**src/hdl/ipv4_forward_and_echo_reply_rewrite_core_assert.svh**
```systemverilog
// Assertion macros shared by the IPv4 forward / echo reply rewrite RTL.
// No dependencies; included by the modules that carry assertions.
`ifndef IPV4_FORWARD_AND_ECHO_REPLY_REWRITE_CORE_ASSERT_SVH
`define IPV4_FORWARD_AND_ECHO_REPLY_REWRITE_CORE_ASSERT_SVH

// Checked on every rising edge outside reset.
`define IPFW_ASSERT(name, clk, rst, prop, msg) \
  name: assert property (@(posedge clk) disable iff (rst) prop) else $error(msg);

// Checked on every rising edge, reset included.
`define IPFW_ASSERT_ALWAYS(name, clk, prop, msg) \
  name: assert property (@(posedge clk) prop) else $error(msg);

`endif

```
**src/hdl/ipfw_pkg.sv**
```systemverilog
// Types and constants for the IPv4 forward / echo reply header rewrite.
// No dependencies; imported by every module of the block.
package ipfw_pkg;

  localparam logic [15:0] ETHERTYPE_IPV4    = 16'h0800;
  localparam logic [7:0]  PROTO_ICMP        = 8'd1;
  localparam logic [7:0]  ICMP_ECHO_REQUEST = 8'd8;
  localparam logic [7:0]  ICMP_ECHO_REPLY   = 8'd0;
  localparam logic [7:0]  REPLY_TTL         = 8'd64;

  localparam logic [47:0] RST_NEXT_HOP_MAC0 = 48'h000C_299D_778C;
  localparam logic [47:0] RST_NEXT_HOP_MAC1 = 48'h000C_29E1_2D7D;
  localparam logic [31:0] RST_OWN_IP0       = 32'hC0A8_0B01;
  localparam logic [31:0] RST_OWN_IP1       = 32'hC0A8_0C01;

  localparam int CFG_IDX_W  = 3;
  localparam int CFG_DATA_W = 48;

  typedef enum logic [1:0] {
    ACT_DROP    = 2'd0,
    ACT_FORWARD = 2'd1,
    ACT_REPLY   = 2'd2
  } action_t;

  typedef enum logic [CFG_IDX_W-1:0] {
    REG_OWN_MAC0      = 3'd0,
    REG_OWN_MAC1      = 3'd1,
    REG_NEXT_HOP_MAC0 = 3'd2,
    REG_NEXT_HOP_MAC1 = 3'd3,
    REG_OWN_IP0       = 3'd4,
    REG_OWN_IP1       = 3'd5
  } reg_idx_t;

  typedef struct packed {
    logic [47:0] own_mac0;
    logic [47:0] own_mac1;
    logic [47:0] next_hop_mac0;
    logic [47:0] next_hop_mac1;
    logic [31:0] own_ip0;
    logic [31:0] own_ip1;
  } cfg_t;

  // classified beat leaving the first stage
  typedef struct packed {
    logic        valid;
    action_t     action;
    logic        tx_port;
    logic [7:0]  ttl;
    logic [7:0]  proto;
    logic [31:0] src_ip;
    logic [31:0] dst_ip;
    logic [7:0]  icmp_msg;
    logic [15:0] icmp_cks;
    logic [17:0] front_sum;
  } cls_t;

endpackage

```
**src/hdl/ipv4_forward_and_echo_reply_rewrite_core.sv**
```systemverilog
// Top level of the IPv4 forward / echo reply header rewrite block.
// Depends on ipfw_pkg, ipfw_cfg_regs, ipfw_classify and ipfw_rewrite.
//
// Takes one parsed header per clock on start and returns exactly one result
// per header, marked by out_strobe once the beat has passed the three register
// stages (classify, rewrite and sum, checksum fold). The receiver cannot stall,
// and neither does the block: busy is high only during reset and in the cycle
// after it, so a new header may follow every cycle. Drops come out as a result
// with action zero and all fields zero. Register writes on cfg_valid/cfg_ready
// take effect at the next clock edge and must be made while no header is in
// flight; indexes past the register list are ignored.
module ipv4_forward_and_echo_reply_rewrite_core (
  input  logic                             clk,
  input  logic                             rst,
  input  logic                             start,
  output logic                             busy,
  input  logic                             cfg_valid,
  output logic                             cfg_ready,
  input  logic [ipfw_pkg::CFG_IDX_W-1:0]   cfg_index,
  input  logic [ipfw_pkg::CFG_DATA_W-1:0]  cfg_data,
  input  logic                             rx_port,
  input  logic [15:0]                      frame_type,
  input  logic [63:0]                      ip_front_bytes,
  input  logic [7:0]                       ttl_in,
  input  logic [7:0]                       protocol,
  input  logic [15:0]                      ip_checksum_in,
  input  logic [31:0]                      src_ip_in,
  input  logic [31:0]                      dst_ip_in,
  input  logic [7:0]                       icmp_msg_in,
  input  logic [15:0]                      icmp_checksum_in,
  output logic                             out_strobe,
  output logic [1:0]                       action,
  output logic                             tx_port,
  output logic [47:0]                      dst_mac_out,
  output logic [47:0]                      src_mac_out,
  output logic [7:0]                       ttl_out,
  output logic [15:0]                      ip_checksum_out,
  output logic [31:0]                      src_ip_out,
  output logic [31:0]                      dst_ip_out,
  output logic [7:0]                       icmp_msg_out,
  output logic [15:0]                      icmp_checksum_out
);
  import ipfw_pkg::*;

  cfg_t cfg;
  cls_t cls;
  logic accept;
  logic unused_cks;

  always_ff @(posedge clk) begin
    if (rst) begin
      busy <= 1'b1;
    end else begin
      busy <= 1'b0;
    end
  end

  assign cfg_ready  = ~busy;
  assign accept     = start & ~busy;
  // received header checksum is recomputed, never checked
  assign unused_cks = ^ip_checksum_in;

  ipfw_cfg_regs u_cfg (
    .clk      (clk),
    .rst      (rst),
    .wr_en    (cfg_valid & cfg_ready),
    .wr_index (cfg_index),
    .wr_data  (cfg_data),
    .cfg      (cfg)
  );

  ipfw_classify u_cls (
    .clk              (clk),
    .rst              (rst),
    .cfg              (cfg),
    .in_valid         (accept),
    .rx_port          (rx_port),
    .frame_type       (frame_type),
    .ip_front_bytes   (ip_front_bytes),
    .ttl_in           (ttl_in),
    .protocol         (protocol),
    .src_ip_in        (src_ip_in),
    .dst_ip_in        (dst_ip_in),
    .icmp_msg_in      (icmp_msg_in),
    .icmp_checksum_in (icmp_checksum_in),
    .cls              (cls)
  );

  ipfw_rewrite u_rw (
    .clk               (clk),
    .rst               (rst),
    .cfg               (cfg),
    .cls               (cls),
    .out_valid         (out_strobe),
    .action            (action),
    .tx_port           (tx_port),
    .dst_mac_out       (dst_mac_out),
    .src_mac_out       (src_mac_out),
    .ttl_out           (ttl_out),
    .ip_checksum_out   (ip_checksum_out),
    .src_ip_out        (src_ip_out),
    .dst_ip_out        (dst_ip_out),
    .icmp_msg_out      (icmp_msg_out),
    .icmp_checksum_out (icmp_checksum_out)
  );

endmodule

```
**src/hdl/ipfw_cfg_regs.sv**
```systemverilog
// Per-port MAC and IP register file of the rewrite block.
// Depends on ipfw_pkg.
module ipfw_cfg_regs (
  input  logic                               clk,
  input  logic                               rst,
  input  logic                               wr_en,
  input  logic [ipfw_pkg::CFG_IDX_W-1:0]     wr_index,
  input  logic [ipfw_pkg::CFG_DATA_W-1:0]    wr_data,
  output ipfw_pkg::cfg_t                     cfg
);
  import ipfw_pkg::*;

  always_ff @(posedge clk) begin
    if (rst) begin
      cfg.own_mac0      <= '0;
      cfg.own_mac1      <= '0;
      cfg.next_hop_mac0 <= RST_NEXT_HOP_MAC0;
      cfg.next_hop_mac1 <= RST_NEXT_HOP_MAC1;
      cfg.own_ip0       <= RST_OWN_IP0;
      cfg.own_ip1       <= RST_OWN_IP1;
    end else if (wr_en) begin
      case (wr_index)
        REG_OWN_MAC0:      cfg.own_mac0      <= wr_data;
        REG_OWN_MAC1:      cfg.own_mac1      <= wr_data;
        REG_NEXT_HOP_MAC0: cfg.next_hop_mac0 <= wr_data;
        REG_NEXT_HOP_MAC1: cfg.next_hop_mac1 <= wr_data;
        REG_OWN_IP0:       cfg.own_ip0       <= wr_data[31:0];
        REG_OWN_IP1:       cfg.own_ip1       <= wr_data[31:0];
        default: ;
      endcase
    end
  end

endmodule

```
**src/hdl/ipfw_classify.sv**
```systemverilog
// First pipeline stage: drop / forward / echo reply decision, egress port
// and partial header sum of the front words. Depends on ipfw_pkg.
module ipfw_classify (
  input  logic                clk,
  input  logic                rst,
  input  ipfw_pkg::cfg_t      cfg,
  input  logic                in_valid,
  input  logic                rx_port,
  input  logic [15:0]         frame_type,
  input  logic [63:0]         ip_front_bytes,
  input  logic [7:0]          ttl_in,
  input  logic [7:0]          protocol,
  input  logic [31:0]         src_ip_in,
  input  logic [31:0]         dst_ip_in,
  input  logic [7:0]          icmp_msg_in,
  input  logic [15:0]         icmp_checksum_in,
  output ipfw_pkg::cls_t      cls
);
  import ipfw_pkg::*;

  logic        is_ipv4;
  logic        to_us;
  logic        is_echo_req;
  logic [31:0] rx_ip;
  action_t     action_next;
  logic        tx_port_next;
  logic [17:0] front_sum_next;

  always_comb begin
    rx_ip       = rx_port ? cfg.own_ip1 : cfg.own_ip0;
    is_ipv4     = (frame_type == ETHERTYPE_IPV4);
    to_us       = (dst_ip_in == rx_ip);
    is_echo_req = (protocol == PROTO_ICMP) && (icmp_msg_in == ICMP_ECHO_REQUEST);

    if (!is_ipv4)        action_next = ACT_DROP;
    else if (!to_us)     action_next = ACT_FORWARD;
    else if (is_echo_req) action_next = ACT_REPLY;
    else                 action_next = ACT_DROP;

    // reply leaves port 0 when it owns the address, else the ingress port
    if (to_us) tx_port_next = (dst_ip_in == cfg.own_ip0) ? 1'b0 : rx_port;
    else       tx_port_next = ~rx_port;

    front_sum_next = {2'b00, ip_front_bytes[63:48]} + {2'b00, ip_front_bytes[47:32]}
                   + {2'b00, ip_front_bytes[31:16]} + {2'b00, ip_front_bytes[15:0]};
  end

  always_ff @(posedge clk) begin
    if (rst) begin
      cls.valid <= 1'b0;
    end else begin
      cls.valid <= in_valid;
    end
  end

  always_ff @(posedge clk) begin
    if (in_valid) begin
      cls.action    <= action_next;
      cls.tx_port   <= tx_port_next;
      cls.ttl       <= ttl_in;
      cls.proto     <= protocol;
      cls.src_ip    <= src_ip_in;
      cls.dst_ip    <= dst_ip_in;
      cls.icmp_msg  <= icmp_msg_in;
      cls.icmp_cks  <= icmp_checksum_in;
      cls.front_sum <= front_sum_next;
    end
  end

endmodule

```
**src/hdl/ipfw_rewrite.sv**
```systemverilog
// Second and third pipeline stages: field rewrite and header sum, then
// checksum fold and output register. Depends on ipfw_pkg and the assert header.
module ipfw_rewrite (
  input  logic            clk,
  input  logic            rst,
  input  ipfw_pkg::cfg_t  cfg,
  input  ipfw_pkg::cls_t  cls,
  output logic            out_valid,
  output logic [1:0]      action,
  output logic            tx_port,
  output logic [47:0]     dst_mac_out,
  output logic [47:0]     src_mac_out,
  output logic [7:0]      ttl_out,
  output logic [15:0]     ip_checksum_out,
  output logic [31:0]     src_ip_out,
  output logic [31:0]     dst_ip_out,
  output logic [7:0]      icmp_msg_out,
  output logic [15:0]     icmp_checksum_out
);
  import ipfw_pkg::*;
  `include "ipv4_forward_and_echo_reply_rewrite_core_assert.svh"

  // stage 2 registers
  logic        s2_valid;
  action_t     s2_action;
  logic        s2_tx_port;
  logic [47:0] s2_dst_mac;
  logic [47:0] s2_src_mac;
  logic [7:0]  s2_ttl;
  logic [31:0] s2_src_ip;
  logic [31:0] s2_dst_ip;
  logic [7:0]  s2_icmp_msg;
  logic [15:0] s2_icmp_cks;
  logic [19:0] s2_ip_sum;
  logic [16:0] s2_icmp_sum;

  logic        is_reply;
  logic [7:0]  ttl_next;
  logic [19:0] ip_sum_next;
  logic [16:0] icmp_sum_next;

  always_comb begin
    is_reply      = (cls.action == ACT_REPLY);
    ttl_next      = is_reply ? REPLY_TTL : cls.ttl - 8'd1;
    // address words add the same either way round
    ip_sum_next   = {2'b00, cls.front_sum} + {4'h0, ttl_next, cls.proto}
                  + {4'h0, cls.src_ip[31:16]} + {4'h0, cls.src_ip[15:0]}
                  + {4'h0, cls.dst_ip[31:16]} + {4'h0, cls.dst_ip[15:0]};
    icmp_sum_next = {1'b0, ~cls.icmp_cks} + {1'b0, ~{cls.icmp_msg, 8'h00}}
                  + {1'b0, ICMP_ECHO_REPLY, 8'h00};
  end

  always_ff @(posedge clk) begin
    if (rst) begin
      s2_valid <= 1'b0;
    end else begin
      s2_valid <= cls.valid;
    end
  end

  always_ff @(posedge clk) begin
    if (cls.valid) begin
      s2_action    <= cls.action;
      s2_tx_port   <= cls.tx_port;
      s2_dst_mac   <= cls.tx_port ? cfg.next_hop_mac1 : cfg.next_hop_mac0;
      s2_src_mac   <= cls.tx_port ? cfg.own_mac1 : cfg.own_mac0;
      s2_ttl       <= ttl_next;
      s2_src_ip    <= is_reply ? cls.dst_ip : cls.src_ip;
      s2_dst_ip    <= is_reply ? cls.src_ip : cls.dst_ip;
      s2_icmp_msg  <= is_reply ? ICMP_ECHO_REPLY : cls.icmp_msg;
      s2_icmp_cks  <= cls.icmp_cks;
      s2_ip_sum    <= ip_sum_next;
      s2_icmp_sum  <= icmp_sum_next;
    end
  end

  // stage 3: fold, complement, zero on drop
  logic [16:0] ip_f1;
  logic [16:0] ip_f2;
  logic [16:0] ic_f1;
  logic [16:0] ic_f2;
  logic        s2_drop;

  always_comb begin
    ip_f1   = {1'b0, s2_ip_sum[15:0]} + {13'h0, s2_ip_sum[19:16]};
    ip_f2   = {1'b0, ip_f1[15:0]} + {16'h0, ip_f1[16]};
    ic_f1   = {1'b0, s2_icmp_sum[15:0]} + {16'h0, s2_icmp_sum[16]};
    ic_f2   = {1'b0, ic_f1[15:0]} + {16'h0, ic_f1[16]};
    s2_drop = (s2_action == ACT_DROP);
  end

  always_ff @(posedge clk) begin
    if (rst) begin
      out_valid <= 1'b0;
    end else begin
      out_valid <= s2_valid;
    end
  end

  always_ff @(posedge clk) begin
    if (s2_valid) begin
      action <= s2_action;
      if (s2_drop) begin
        tx_port           <= 1'b0;
        dst_mac_out       <= '0;
        src_mac_out       <= '0;
        ttl_out           <= '0;
        ip_checksum_out   <= '0;
        src_ip_out        <= '0;
        dst_ip_out        <= '0;
        icmp_msg_out      <= '0;
        icmp_checksum_out <= '0;
      end else begin
        tx_port           <= s2_tx_port;
        dst_mac_out       <= s2_dst_mac;
        src_mac_out       <= s2_src_mac;
        ttl_out           <= s2_ttl;
        ip_checksum_out   <= ~ip_f2[15:0];
        src_ip_out        <= s2_src_ip;
        dst_ip_out        <= s2_dst_ip;
        icmp_msg_out      <= s2_icmp_msg;
        icmp_checksum_out <= (s2_action == ACT_REPLY) ? ~ic_f2[15:0] : s2_icmp_cks;
      end
    end
  end

  `IPFW_ASSERT(a_latency, clk, rst, out_valid |-> $past(cls.valid, 2), "result without beat")
  `IPFW_ASSERT(a_drop_zero, clk, rst, (out_valid && action == ACT_DROP) |-> (ttl_out == 8'd0 && dst_ip_out == 32'd0 && src_mac_out == 48'd0 && ip_checksum_out == 16'd0), "drop not cleared")
  `IPFW_ASSERT(a_reply_fields, clk, rst, (out_valid && action == ACT_REPLY) |-> (ttl_out == REPLY_TTL && icmp_msg_out == ICMP_ECHO_REPLY), "bad reply fields")
  `IPFW_ASSERT_ALWAYS(a_rst_quiet, clk, rst |=> !out_valid && !s2_valid, "valid after reset")

endmodule

```
**config.mk**
```make
export PLATFORM = sky130hd
export DESIGN_NAME = ipv4_forward_and_echo_reply_rewrite_core
export DESIGN_NICKNAME = d
export VERILOG_FILES = /design/src/hdl/ipfw_pkg.sv /design/src/hdl/ipv4_forward_and_echo_reply_rewrite_core.sv /design/src/hdl/ipfw_cfg_regs.sv /design/src/hdl/ipfw_classify.sv /design/src/hdl/ipfw_rewrite.sv
export VERILOG_INCLUDE_DIRS = /design/src /design/src/hdl
export SDC_FILE = /design/constraint.sdc
export NUM_CORES = 1
export LEC_CHECK = 0
export BUFFER_PORTS_ARGS = -buffer_cell sky130_fd_sc_hd__buf_2
export CAP_MARGIN = 10
export CELL_PAD_IN_SITES_DETAIL_PLACEMENT = 0
export CELL_PAD_IN_SITES_GLOBAL_PLACEMENT = 1
export CORE_MARGIN = 4
export CORE_UTILIZATION = 40
export CTS_CLUSTER_DIAMETER = 40
export DETAILED_ROUTE_END_ITERATION = 7
export PLACE_DENSITY_LB_ADDON = 0.1
export SLEW_MARGIN = 20
export SYNTH_ARGS = -nofsm -noshare
export SYNTH_HDL_FRONTEND = slang
export SYNTH_SLANG_ARGS = --single-unit
```
**constraint.sdc**
```tcl
create_clock -name clk -period 12.9 [get_ports clk]
set_clock_uncertainty 0.15 [all_clocks]
set_input_delay 1.935 -clock clk [delete_from_list [all_inputs] [get_ports clk]]
set_output_delay 1.935 -clock clk [all_outputs]
set_load 0.1 [all_outputs]
```
Yosys cells after proc, flatten, opt, wreduce, memory -nomap -nowiden
Cells that the tools add are included.
{"block": "word_totals", "regBits": 828, "in_bits": 256, "output_inout_bits": 214, "wordCells": 97}
{"block": "classes", "add_sub_neg": 14, "n_eq_ne": 12, "mux": 12, "n_bitwise": 8, "n_reduce_logical": 10}
{"operator": "two-way mux 32 bit", "count": 3}
{"operator": "two-way mux 48 bit", "count": 2}
{"operator": "adder 20 x 16 -> 20 bit", "count": 4}
{"operator": "== test 32 bit", "count": 2}
{"operator": "inverter 16 bit", "count": 4}
{"operator": "adder 18 x 16 -> 18 bit", "count": 2}
{"operator": "adder 16 x 16 -> 17 bit", "count": 2}
{"operator": "adder 16 x 1 -> 16 bit", "count": 2}
{"operator": "adder 18 x 16 -> 19 bit", "count": 1}
{"operator": "adder 16 x 1 -> 17 bit", "count": 1}
{"operator": "adder 16 x 4 -> 17 bit", "count": 1}
{"operator": "== test 16 x 12 -> 1 bit, second input constant", "count": 1}
{"operator": "two-way mux 16 bit", "count": 1}
{"operator": "AND reduction 2 bit", "count": 7}
{"operator": "== test 8 x 1 -> 1 bit, second input constant", "count": 1}
{"operator": "== test 8 x 4 -> 1 bit, second input constant", "count": 1}
{"operator": "two-way mux 8 bit", "count": 1}
{"operator": "subtractor 8 x 1 -> 8 bit, second input constant", "count": 1}
{"operator": "== test 3 x 2 -> 1 bit, second input constant", "count": 2}
{"operator": "== test 3 bit, second input constant", "count": 2}
{"operator": "== test 2 bit, second input constant", "count": 2}
{"operator": "two-way mux 1 bit", "count": 4}
{"operator": "== test 3 x 1 -> 1 bit, second input constant", "count": 1}
{"operator": "zero test 3 bit", "count": 1}
{"operator": "5 further kinds", "count": 7}

Longest topological paths before layout
{"block": "depth", "ltp_word": 7, "depth_mapped": 26, "mapped_depth_nobuf": 25}

By module
A second synthesis with hierarchy kept.
{"block": "unflattened", "hier_cells": 2981, "area_unflattened_um2": 37903.9}
{"mod": "ipfw_rewrite", "n_inst": 1, "cells_each": 1587, "area_each_um2": 21326.7, "seq_area_each_um2": 13312.8}
{"mod": "ipfw_cfg_regs", "n_inst": 1, "cells_each": 924, "area_each_um2": 10004.6, "seq_area_each_um2": 5124.9}
{"mod": "ipfw_classify", "n_inst": 1, "cells_each": 466, "area_each_um2": 6536.3, "seq_area_each_um2": 3773.6}
{"mod": "ipv4_forward_and_echo_reply_rewrite_core", "n_inst": 1, "cells_each": 4, "area_each_um2": 36.3, "seq_area_each_um2": 20.0}

Worst setup path after synthesis
No wires, ideal clock.
{"block": "synth_path", "path_kind": "input to register", "start": "input port start", "end": "register u_cls.cls[0] (netlist name)", "setup_ns": 0.624, "arrival_ns": 7.374, "t_required_ns": 12.126, "slack_ns": 4.752, "stages": 1, "path_buffers": 0, "path_cell_list": "nor2b_1"}
{"block": "synth_via", "elab_chain_len": 1}
{"element": "start, declared", "line": "ipv4_forward_and_echo_reply_rewrite_core.sv:15", "rtl": "input logic start,"}
{"element": "bitwise AND 1 bit", "line": "ipv4_forward_and_echo_reply_rewrite_core.sv:59", "rtl": "assign accept = start & ~busy;"}
Every way passes these cells.
A chain may end at the register's enable or synchronous reset.

Worst setup path after layout
{"block": "layout_path", "start": "register u_cls.cls[123] (netlist name)", "end": "register u_rw.s2_ip_sum[18] (data pin)"}
{"block": "layout_via", "elab_chain_len": 7}
{"element": "== test 2 bit", "line": "ipfw_rewrite.sv:43", "rtl": "is_reply = (cls.action == ACT_REPLY);"}
{"element": "two-way mux 8 bit", "line": "ipfw_rewrite.sv:44", "rtl": "ttl_next = is_reply ? REPLY_TTL : cls.ttl - 8'd1;"}
{"element": "net u_rw.ttl_next[0]", "line": "ipfw_rewrite.sv:38", "rtl": "logic [7:0] ttl_next;"}
{"element": "adder 18 x 16 -> 19 bit", "line": "ipfw_rewrite.sv:46", "rtl": "ip_sum_next = {2'b00, cls.front_sum} + {4'h0, ttl_next, cls.proto}"}
{"element": "adder 20 x 16 -> 20 bit (2 in a row)", "line": "ipfw_rewrite.sv:47", "rtl": "+ {4'h0, cls.src_ip[31:16]} + {4'h0, cls.src_ip[15:0]}"}
{"element": "adder 20 x 16 -> 20 bit (2 in a row)", "line": "ipfw_rewrite.sv:48", "rtl": "+ {4'h0, cls.dst_ip[31:16]} + {4'h0, cls.dst_ip[15:0]};"}
{"element": "net u_rw.ip_sum_next[18]", "line": "ipfw_rewrite.sv:39", "rtl": "logic [19:0] ip_sum_next;"}
{"element": "end signal, assigned", "line": "ipfw_rewrite.sv:72", "rtl": "s2_ip_sum <= ip_sum_next;"}
{"element": "end, declared", "line": "ipfw_rewrite.sv:34", "rtl": "logic [19:0] s2_ip_sum;"}
The timed path passes the listed nets, and every way through them passes these cells.

==> results.sh <==
export IMPL_final_util=0.497
export IMPL_core_sq_mm=0.0922
export IMPL_sw_frac_of_total=0.305
export IMPL_first_pass_iters=5
export IMPL_critPathArrivalTime_ns=6.87
export IMPL_seqPwrFrac=0.340
export IMPL_cts_buffers=135
export IMPL_hpwl_um=73300
export IMPL_cts_setup_buffers=0
export IMPL_crit_chain="nor2b_4, nor2_1, ha_1, a21o_1, a21o_1, a21o_1, a31o_2, a2111oi_0, nor3_1, xor2_1, fa_1, fa_1, inv_1, fa_1, inv_1, ha_1, a21oi_1, nor2_1, nor2_1, nor2_1, a311oi_1, o211ai_1"
export IMPL_ys_seq_area_frac=0.594
export IMPL_ioPinCount=470
export IMPL_relSlewSlack=0.243
export IMPL_yosysMostFrequentCell="nand2_1"
export IMPL_crit_reg2reg_launch="u_cls.cls[123]"
export IMPL_whs_ns=0.299
export IMPL_cts_hold_buf=0
export IMPL_clockRootBuffer="clkbuf_16"
export IMPL_routed_wl_um=105000
export IMPL_ys_types=80
export IMPL_ir_drop_uv=218
export IMPL_synth_xor_xnor_area_share=0.0423
export IMPL_layout_nets=4183
export IMPL_die_area_sq_mm=0.0985
export IMPL_synth_common_cells="nand2_1, edfxtp_1, a21oi_1, dfxtp_1, nor2b_1"
export IMPL_power_w=0.00922
export IMPL_p_int_w=0.00641
export IMPL_clock_sinks=827
export IMPL_synth_compound_area_frac=0.0725
export IMPL_syn_inst=3297
export IMPL_synth_top_cell_area_share=0.455
export IMPL_vias=25700
export IMPL_antenna_found_initial=33
export IMPL_synth_seq_cells=827
export IMPL_synth_top_area_cell="edfxtp_1"
export IMPL_critPathSlowestCell="nor2b_4"
export IMPL_route_detailed_drc=0
export IMPL_critPathLaunchType="flip-flop"
export IMPL_report_final_hold_viol_count=0
export IMPL_grt_pass1_vias=26100
export IMPL_cellLeakagePower_nw=17.8
export IMPL_yosys_area_share_simple=0.153
export IMPL_die_height_um=314
export IMPL_critical_path_most_common_cell="nor2_1"
export IMPL_pwr_density_cell_mw_per_mm2=201
export IMPL_fp_dieW_um=314
export IMPL_min_from="u_cfg.cfg[247]"
export IMPL_grt_total_usage=0.209
export IMPL_pwr_share_clk=0.409
export IMPL_tightest_slew_ns=1.14
export IMPL_synth_top_family_by_area="simple AND/OR/NAND/NOR gates"
export IMPL_crit_required_ns=13.15
export IMPL_grt_overflow=0
export IMPL_maxCapViolations=0
export IMPL_comb_power_share=0.251
export IMPL_clkLatencyLatePin_ns=0.72
export IMPL_yosys_warnings=0
export IMPL_synthTopCellsByArea="edfxtp_1, dfxtp_1, nand2_1"
export IMPL_clk_pin_slew_ns=0.05
export IMPL_drtAntennaViolNets=0
export IMPL_synthAdderAreaFrac=0.0663
export IMPL_viasPerCell=5.00
export IMPL_endpoint_kind="flip-flop"
export IMPL_slew_viol_final=0
export IMPL_routedWlPerCell_um=20.3
export IMPL_hold_path_class="reg2reg"
export IMPL_switchingPower_w=0.00281
export IMPL_critPathMaxFanout=22
export IMPL_fin_crit_sh=0.513
export IMPL_place_congestion=0.859
export IMPL_synth_mux_area_frac=0.0375
export IMPL_crit_type="reg2reg"
export IMPL_path_delay_family="adder cells"
export IMPL_cts_resized=0
export IMPL_cts_tree="built"
export IMPL_fmax_mhz=151
export IMPL_drt_iter0_drc=1687
export IMPL_grt_pass1_wl_um=157000
export IMPL_period_minus_slack_ns=6.62
export IMPL_initial_core_util=0.406
export IMPL_status="complete, no violations"
export IMPL_portBuffers=453
export IMPL_rsz0062_at_grt="no"
export IMPL_fin_ws_ns=6.28
export IMPL_fill_cells=8396
export IMPL_syn_avg_cell_area_sq_um=11.3
export IMPL_startpoint="u_cls.cls[123]"
export IMPL_area_growth_pct=22.5
export IMPL_syn_area_sq_mm=0.0374
export IMPL_tns_ns=0
export IMPL_ctsLongestPathBuffers=3
export IMPL_grt_start_max_net_pins=104
export IMPL_num_rows=111
export IMPL_drive_gt1_frac=0.221
export IMPL_syn_nets=3711
export IMPL_critPathBufInv=2
export IMPL_synth_edf_count=567
export IMPL_cts_max_level=4
export IMPL_dp_slack_ns=6.35
export IMPL_setup_viol=0
export IMPL_async_flop_share=0
export IMPL_max_stage_delay_ns=0.58
export IMPL_synth_flop_cell="edfxtp_1"
==> power by group through the flow <==
stage | Combinational [W] | Sequential, W | Clock [W]
finish | 0.00231 | 0.00313 | 0.00378
global route | 0.00259 | 0.00314 | 0.00398
CTS | 0.00231 | 0.00313 | 0.00385
detailed placement | 0.00229 | 0.00319 | 0
global placement | 0.00224 | 0.00319 | 0
floorplan | 0.00163 | 0.00326 | 0
==> flip-flops by register name, indices dropped and copies added (netlist names), 16 cells and up <==
name,cells
u_rw.s2_icmp_sum,16
u_rw.ip_checksum_out,16
u_rw.s2_dst_ip,32
u_rw.icmp_checksum_out,16
u_rw.s2_icmp_cks,16
u_cfg.cfg,256
u_rw.s2_src_mac,48
u_rw.s2_src_ip,32
u_rw.dst_mac_out,48
u_cls.cls,126
u_rw.s2_dst_mac,48
u_rw.s2_ip_sum,20
u_rw.dst_ip_out,32
u_rw.src_ip_out,32
u_rw.src_mac_out,48
==> through the flow <==
step / instance area [sq um] / cells
after floorplan: 37400 / 3297
final: 45800 / 5142
after global placement: 40900 / 4874
after global routing: 45800 / 5130
after detailed placement: 40900 / 4874
after CTS: 45800 / 5125
==> per-layer routing <==
metal,track usage,wire (um)
met1,0.263,44200
met2,0.356,51500
met3,0.0523,6510
met4,0.0626,2350
met5,0,125
==> cell usage in the layout, fill, tap and decap left out, types with 8 or more instances in the layout <==
master	Yosys	final
inv_6	0	18
buf_4	0	32
bufinv_16	0	17
a21o_1	24	24
o31ai_1	8	8
nand2_1	675	674
nor2b_1	193	191
mux2i_1	31	31
or2_2	8	8
nor2_1	91	88
ha_1	91	91
nand3b_1	58	58
diode_2	0	16
and3_1	21	20
fa_1	67	67
clkinv_4	0	14
clkbuf_1	131	14
dfxtp_1	260	258
mux2_2	96	96
edfxtp_1	567	567
xnor2_1	113	113
nand2b_1	22	21
nand3_1	13	12
a31oi_1	10	10
nor3_1	31	30
inv_1	183	183
nand4_1	30	30
nor4_1	22	22
a21oi_1	265	265
xor2_1	66	66
o21ai_0	93	93
clkinv_2	0	18
buf_2	6	452
o21bai_1	10	10
clkbuf_16	0	146
==> worst paths after layout <==
| kind | depth (start not counted) | to | slack (ns) |
|---|---|---|---|
| hold reg to reg | 2 | u_cfg.cfg[247] | 0.30 |
| setup / recovery | 22 | u_rw.s2_ip_sum[18] | 6.28 |
| hold / removal | 2 | u_cfg.cfg[247] | 0.30 |
| setup reg to reg | 22 | u_rw.s2_ip_sum[18] | 6.28 |
==> cell type report <==
class / count / area [sq um] / area share
clock buffers: 166 / 3790 / 0.0827
clock inverters: 85 / 1030 / 0.0226
diodes: 16 / 40.0 / 0.000874
multi-input cells: 2135 / 13900 / 0.304
well taps: 1243 / 1560 / 0.0339
inverters: 184 / 691 / 0.0151
flip-flops and latches: 827 / 22200 / 0.485
repair buffers: 486 / 2540 / 0.0555
==> cells by family (layout without fill, tap and decap cells) <==
group | after synthesis | in the layout
adder cells (fa/ha/maj) | 158 | 158
XOR/XNOR | 180 | 180
buffers and inverters | 335 | 921
multiplexers | 128 | 128
AND/OR/NAND/NOR | 1200 | 1200
AO/OA/AOI/OAI | 469 | 469
other | 0 | 16
flip-flops | 827 | 827
==> worst register-to-register path: cells and delay by family (launching register included) <==
| kind | cells | cell delay [ns] |
|---|---|---|
| AO/OA/AOI/OAI | 8 | 1.93 |
| XOR/XNOR | 1 | 0.24 |
| adder cells (fa/ha/maj) | 5 | 2.29 |
| buffers and inverters | 2 | 0.10 |
| flip-flops | 1 | 0.43 |
| AND/OR/NAND/NOR | 6 | 1.17 |
Power figures use the tool's default switching activity.
